--- config.mk ---
export PLATFORM = sky130hd
export DESIGN_NAME = rsoc_frac_div
export DESIGN_NICKNAME = d
export VERILOG_FILES = /design/src/hdl/rsoc_pkg.sv /design/src/hdl/rsoc_frac_div.sv
export SDC_FILE = /design/constraint.sdc
export NUM_CORES = 1
export LEC_CHECK = 0
export ABC_AREA = 1
export BUFFER_PORTS_ARGS = -buffer_cell sky130_fd_sc_hd__buf_4
export CAP_MARGIN = 25
export CORE_MARGIN = 2
export CORE_UTILIZATION = 42
export DETAILED_ROUTE_END_ITERATION = 16
export GPL_TIMING_DRIVEN = 0
export PLACE_DENSITY = 0.69
export SLEW_MARGIN = 40
export SYNTH_ARGS = -nofsm -noshare
export SYNTH_HDL_FRONTEND = slang
export SYNTH_SLANG_ARGS = --single-unit
--- constraint.sdc ---
create_clock -name i_clk -period 8.55 [get_ports i_clk]
set_input_delay 0.4275 -clock i_clk [delete_from_list [all_inputs] [get_ports i_clk]]
set_output_delay 0.4275 -clock i_clk [all_outputs]
set_load 0.05 [all_outputs]
--- src/hdl/rsoc_pkg.sv ---
// ----------------------------------------------------------------------------
// rsoc_pkg
// Shared types and constants for the ray/segment obstruction check.
// ----------------------------------------------------------------------------
`default_nettype none

package rsoc_pkg;

    localparam int MAX_LINES_DEF  = 64;
    localparam int COORD_FRAC_DEF = 12;
    localparam int T_BITS         = 30;   // ray parameter, unsigned Q1.30
    localparam int DIV_W          = 68;   // cross product width
    localparam int CFG_W          = 7;

    // table kinds
    localparam logic [1:0] KIND_CEIL  = 2'd0;
    localparam logic [1:0] KIND_LWALL = 2'd1;
    localparam logic [1:0] KIND_RWALL = 2'd2;
    localparam logic [1:0] KIND_NONE  = 2'd3;

    // configuration register indexes
    localparam logic [1:0] CFG_CEIL_COUNT  = 2'd0;
    localparam logic [1:0] CFG_LWALL_COUNT = 2'd1;
    localparam logic [1:0] CFG_RWALL_COUNT = 2'd2;

    // check mask bits
    localparam int MASK_CEIL  = 1;
    localparam int MASK_LWALL = 2;
    localparam int MASK_RWALL = 3;

    // item modes
    localparam logic MODE_LOAD  = 1'b0;
    localparam logic MODE_QUERY = 1'b1;

    typedef struct packed {
        logic               mode;
        logic [1:0]         line_kind;
        logic [5:0]         line_slot;
        logic signed [31:0] point_ax;
        logic signed [31:0] point_ay;
        logic signed [31:0] point_bx;
        logic signed [31:0] point_by;
        logic signed [15:0] joint_tag;
        logic [3:0]         check_mask;
    } t_in;

    typedef struct packed {
        logic any_hit;
        logic blocked;
    } t_out;

    typedef struct packed {
        logic signed [31:0] x0;
        logic signed [31:0] y0;
        logic signed [31:0] x1;
        logic signed [31:0] y1;
        logic signed [15:0] joint;
    } t_seg;

    typedef enum logic [1:0] {
        PATH_GEN,
        PATH_HORZ,
        PATH_VERT
    } t_path;

    typedef enum logic [3:0] {
        ST_IDLE,
        ST_KIND,
        ST_READ,
        ST_DECODE,
        ST_ROUTE,
        ST_MUL,
        ST_NORM,
        ST_RANGE,
        ST_DIV,
        ST_SCALE,
        ST_POINT,
        ST_DIST,
        ST_SQUARE,
        ST_COMPARE,
        ST_NEXT,
        ST_DONE
    } t_state;

endpackage

`default_nettype wire

--- src/hdl/rsoc_frac_div.sv ---
// ----------------------------------------------------------------------------
// rsoc_frac_div
// Restoring divider: floor(num * 2^QW / den) for num <= den, one bit a cycle.
// ----------------------------------------------------------------------------
`default_nettype none

module rsoc_frac_div
    import rsoc_pkg::*;
#(
    parameter int W  = DIV_W,
    parameter int QW = T_BITS
) (
    input  wire logic          i_clk,
    input  wire logic          i_rst_n,
    input  wire logic          i_start,
    input  wire logic [W-1:0]  i_num,
    input  wire logic [W-1:0]  i_den,
    output logic               o_busy,
    output logic               o_done,
    output logic [QW:0]        o_quot
);

    localparam int CW = $clog2(QW + 1);

    logic [W:0]    r_rem;
    logic [W-1:0]  r_den;
    logic [QW:0]   r_q;
    logic [CW-1:0] r_cnt;
    logic          r_busy;
    logic          r_done;
    logic [W:0]    shifted;
    logic [W:0]    diff;
    logic          take;

    // trial subtract of the shifted remainder
    always_comb begin
        shifted = {r_rem[W-1:0], 1'b0};
        diff    = shifted - {1'b0, r_den};
        take    = shifted >= {1'b0, r_den};
    end

    always_ff @(posedge i_clk) begin
        if (!i_rst_n) begin
            r_busy <= 1'b0;
            r_done <= 1'b0;
            r_cnt  <= '0;
        end else begin
            r_done <= 1'b0;
            if (i_start) begin
                r_den <= i_den;
                r_rem <= {1'b0, i_num};
                if (i_num >= i_den) begin
                    // whole ray: saturate at one
                    r_q    <= (QW + 1)'(1) << QW;
                    r_done <= 1'b1;
                end else begin
                    r_q    <= '0;
                    r_cnt  <= CW'(QW);
                    r_busy <= 1'b1;
                end
            end else if (r_busy) begin
                r_rem <= take ? diff : shifted;
                r_q   <= {r_q[QW-1:0], take};
                r_cnt <= r_cnt - CW'(1);
                if (r_cnt == CW'(1)) begin
                    r_busy <= 1'b0;
                    r_done <= 1'b1;
                end
            end
        end
    end

    assign o_busy = r_busy;
    assign o_done = r_done;
    assign o_quot = r_q;

endmodule

`default_nettype wire
Yosys cells after proc, flatten, opt, wreduce, memory -nomap -nowiden
Cells that the tools add are included.
Widths: inputs -> output; s select.
- output and inout port bits: 33
- input bits: 139
- word-level logic and storage cells: 33
- bits in registers: 174
- $add $sub $neg: 2
- reduce and logical (&&, ||, !) cells: 4
- equal/unequal tests: 2
- order comparisons: 2
- muxes and demuxes: 17
- operator list (cell ; count):
    $mux 68 ; 3
    $mux 31 ; 3
    $ge 69x68->1 ; 1
    $ge 68x68->1 ; 1
    $sub 68x68->68 ; 1
    $mux 5 ; 3
    $mux 1 ; 8
    $reduce_and 2->1 ; 3
    $eq 5x1->1 const B ; 1
    $sub 5x1->5 const B ; 1
    $ne 2x2->1 const B ; 1
    $reduce_bool 2->1 ; 1

Depth between registers and ports, before layout
- word-level depth: 4
- mapped depth: 19
- mapped depth without buffers: 19

Worst setup path after synthesis
No wires, ideal clock.
- path kind: flip-flop to flip-flop
- start point: register r_busy, in the netlist o_busy
- end point: register r_busy, in the netlist o_busy
- setup slack: 2.166 ns
- setup time: 0.092 ns
- cell stages (with the launch flop): 5
- buffers on the path: 0
- arrival time: 6.292 ns
- clock period less this slack: 6.384 ns
- required time: 8.458 ns
- path through: dfxtp_1 -> inv_1 -> a21oi_1 -> o21ai_0 -> a21oi_1
- word-level cells in the longest chain between the ends: 2
- ends and longest elaborated chain (what ; line ; RTL):
    start, declared ; rsoc_frac_div.sv:29 ; logic r_busy;
    start signal, assigned ; rsoc_frac_div.sv:44 ; r_busy <= 1'b0;
    start signal, assigned ; rsoc_frac_div.sv:59 ; r_busy <= 1'b1;
    start signal, assigned ; rsoc_frac_div.sv:66 ; r_busy <= 1'b0;
    $mux 1 ; rsoc_frac_div.sv:61 ; end else if (r_busy) begin
    $mux 1 ; rsoc_frac_div.sv:49 ; if (i_start) begin
Every way passes these cells.
A chain may end at the register's enable or synchronous reset.

Worst setup path after layout
- start point: register r_rem[64]
- end point: register r_rem[53], data pin
- word-level cells in the longest chain between the ends: 4
- ends and longest elaborated chain (what ; line ; RTL):
    start, declared ; rsoc_frac_div.sv:25 ; logic [W:0] r_rem;
    start signal, assigned ; rsoc_frac_div.sv:51 ; r_rem <= {1'b0, i_num};
    start signal, assigned ; rsoc_frac_div.sv:62 ; r_rem <= take ? diff : shifted;
    $ge 69x68->1 ; rsoc_frac_div.sv:39 ; take = shifted >= {1'b0, r_den};
    $mux 68 ; rsoc_frac_div.sv:62 ;
    $mux 68 ; rsoc_frac_div.sv:61 ;
    $mux 68 ; rsoc_frac_div.sv:49 ;
Every way passes these cells. The select of a mux whose other input is x is not followed.

==> metrics <==
CP Buf/Inv Count=2; post-layout util=0.492; Crit path top cell by count=nand2_1; Syn. warnings=0; vias=15.4k; Chip Height=198 microns; Root Buffer=clkbuf_16; sequential fraction of the synthesis area=0.326; Flop pwr share=0.350; period utilization=0.427; first-pass GRT wire length=83300 microns; post-DP HPWL=45400 microns; Int Power=1.80 mW; I/O pin total=172; final hold vios=0; Synth Cell Area=15800 sq um; max incr delay on CP=0.58 ns; worst path cell trace=ha_1 -> nand2_1 -> nor3_1 -> nand2_1 -> nor2_1 -> nand2_1 -> nor2_1 -> nand2_1 -> nand3_1 -> nor2_2 -> nand2_4 -> buf_6 -> buf_6 -> nand2_1 -> nand3_1 -> nand2_1; Avg Synthesized Cell Area=6.50 sq um; share of cells above drive strength 1=0.0925; # hold bufs at CTS=0; Post-synth top cells=nand2_1, inv_1, edfxtp_1, nor2_1, ha_1; R2R depth=16; Synth-to-Final Area Change=16.3%; DR WL/cell=17.3 microns; switching share of power=0.403; Max Fclk=0.274 GHz; Max Clock Skew=0.0362 ns; Post CTS Setup Buffer Count=0; post-synthesis mux area share=0; cts repair resizes=0; final wirelength=53800 microns; Worst Setup Slack, final=4.90 ns; clock power share=0.265; largest family of logic cells by synthesized area=simple AND/OR/NAND/NOR gates; WL met3=3300 microns; Slew HR=0.421; Antenna diodes=0; Initial Util=0.423; Max-Cap Viols=0; top-area cell type share of the netlist area=0.318; CP delay by family, top=simple AND/OR/NAND/NOR gates; Synth Area in Compound Gates=0.0437; Reg area=5150 sq um; RSZ-0062 raised after global routing=no; DR WL met2=23900 microns; pre-CTS setup slack=4.91 ns; Crit path required time=8.83 ns; Clock Path Buffers=2; DR iter-0 viols=1157; CTS Buf Count=17; Gate Count Post-Synth=2428; post-route antenna net violation count=0; largest net degree at the start of global routing=36; nets=2903; Power Density=164 nW/um^2; Max Slew Vio Count=0; Hold Crit Class=primary input to register; WL met1=25700 microns; Switching Power=1.22 mW; combinational share of power=0.385; top post-synthesis cells by area=edfxtp_1, nand2_1, inv_1; FFs w/ async S/R, synth=0; Overall Global Routing Usage=0.285; status=complete, no violations; Port Buf Inserts=171; FF-to-FF End=r_rem[53]$_DFFE_PP_; Top Layer Used=met4; core area=37300 sq um; row cnt=71; Crit. End Element=register; Period minus WS final=3.65 ns; Crit Path Class=register to register; RD Place Congestion=0.955; vias in the first global route=15.2k; placed instance area=17800 sq um; TritonCTS clock tree=done; grt ovf=0; clk sinks=174; Yosys cell types=33; reg-to-reg critical path startpoint=r_rem[64]$_DFFE_PP_; XOR/XNOR Fraction of Synth Area=0.0172; Synth Net Count=2706; DRC=0; Worst VDD drop=0.000161 V; vias per cell=4.94; top-count cell post-synth=nand2_1; Setup violations, final=0; actual slew at the worst max-slew pin=0.868 ns; Synth Area in Adders=0.111; CP Max Fanout=10; worst-skew pair later-pin latency=0.52 ns; Multi-input gate area=8470 sq um; finished layout cell area=18400 sq um; stages on the worst setup path=16; total die area=39200 sq um; fillers=3880; Static Leak=10.3 nW; Main synth FF type=edfxtp_1; R2R Setup Slk=4.90 ns; die width=198 microns; Crit-path slowest cell=nor3_1; Synth area leader=edfxtp_1; worst setup path start=r_rem[64]$_DFFE_PP_; TritonRoute pass-1 iters=7; initial antenna violation count=0; Min Hold Slack=0.0838 ns; number of synthesized flops with an enable pin=167; worst setup path endpoint=r_rem[53]$_DFFE_PP_; WP data arrival=3.93 ns; setup TNS=0 ns; crit start category=register; CTS clk-pin slew, worst paths=0.10 ns; htree depth=4; Simple-Gate Fraction of Synth Area=0.364; flops & latches, synth=174
## state kept, by name, indices dropped and copies added (netlist names)
name    flops
r_den      68
r_rem      68
o_busy      1
o_quot     31
r_cnt       5
o_done      1
## layer usage
metal / vias to the layer above / global-route usage
met5: - / 0
met4: 0 / 0.0794
met3: 43 / 0.0542
met2: 379 / 0.463
met1: 7091 / 0.387
li1: 7859 / -
## area by class of cell
cell class / count / area share
clock inverter: 15 / 0.00777
clock buffer: 17 / 0.0232
multi-input combinational: 1696 / 0.461
timing repair buffer: 178 / 0.0759
sequential: 174 / 0.281
inverter: 521 / 0.107
tap: 474 / 0.0323
buffer: 37 / 0.0121
## power by group through the flow
stage	registers [mW]	logic (mW)	clock network, mW
final	1.06	1.16	0.800
after global placement	1.08	1.12	0
after floorplan	1.10	0.732	0
after CTS	1.06	1.15	0.823
after global routing	1.06	1.30	0.841
after detailed placement	1.07	1.15	0
## placed cells by master (no fill, tap or decap), types with 3 or more instances in the layout
cell	instances
nand2_1	1007
inv_1	517
buf_4	171
edfxtp_1	167
nor2_1	162
ha_1	138
nand3_1	100
a21oi_1	92
nand3b_1	68
o21ai_0	29
xnor2_1	29
clkbuf_16	17
nor3_1	15
nand4_1	14
clkbuf_1	13
buf_6	10
nor4_1	9
buf_1	8
nor2_2	7
dfxtp_1	7
inv_8	6
buf_8	6
and2_1	5
buf_2	5
inv_6	4
inv_2	3
o21a_1	3
a21o_1	3
clkinvlp_4	3
## cells by family after synthesis
| family | count (synthesis) |
|---|---|
| and+or+nand+nor | 1393 |
| buffers and inverters | 558 |
| DFF | 174 |
| adders and majority gates | 139 |
| AOI/OAI and AO/OA | 133 |
| xor gates and xnor gates | 31 |
## worst min path at each step
stage,slack [ns],end,depth (start not counted),startpoint
finish,0.08,r_den[53]$_DFFE_PP_,1,i_den[53]
global placement,0.52,o_busy$_SDFFE_PN0P_,2,o_busy$_SDFFE_PN0P_
CTS,0.05,r_den[53]$_DFFE_PP_,1,i_den[53]
floorplan,0.49,r_cnt[0]$_SDFFE_PN0P_,3,r_cnt[0]$_SDFFE_PN0P_
detailed placement,0.53,r_cnt[0]$_SDFFE_PN0P_,3,r_cnt[0]$_SDFFE_PN0P_
global route,0.08,r_den[54]$_DFFE_PP_,1,i_den[54]
## metrics by stage
| step | std cells | power [mW] |
|---|---|---|
| floorplan | 2428 | 1.84 |
| global placement | 3073 | 2.20 |
| detailed placement | 3080 | 2.22 |
| CTS | 3112 | 3.03 |
| global route | 3112 | 3.21 |
| finish | 3112 | 3.02 |
Note: power is estimated with default switching activity, not from simulation.
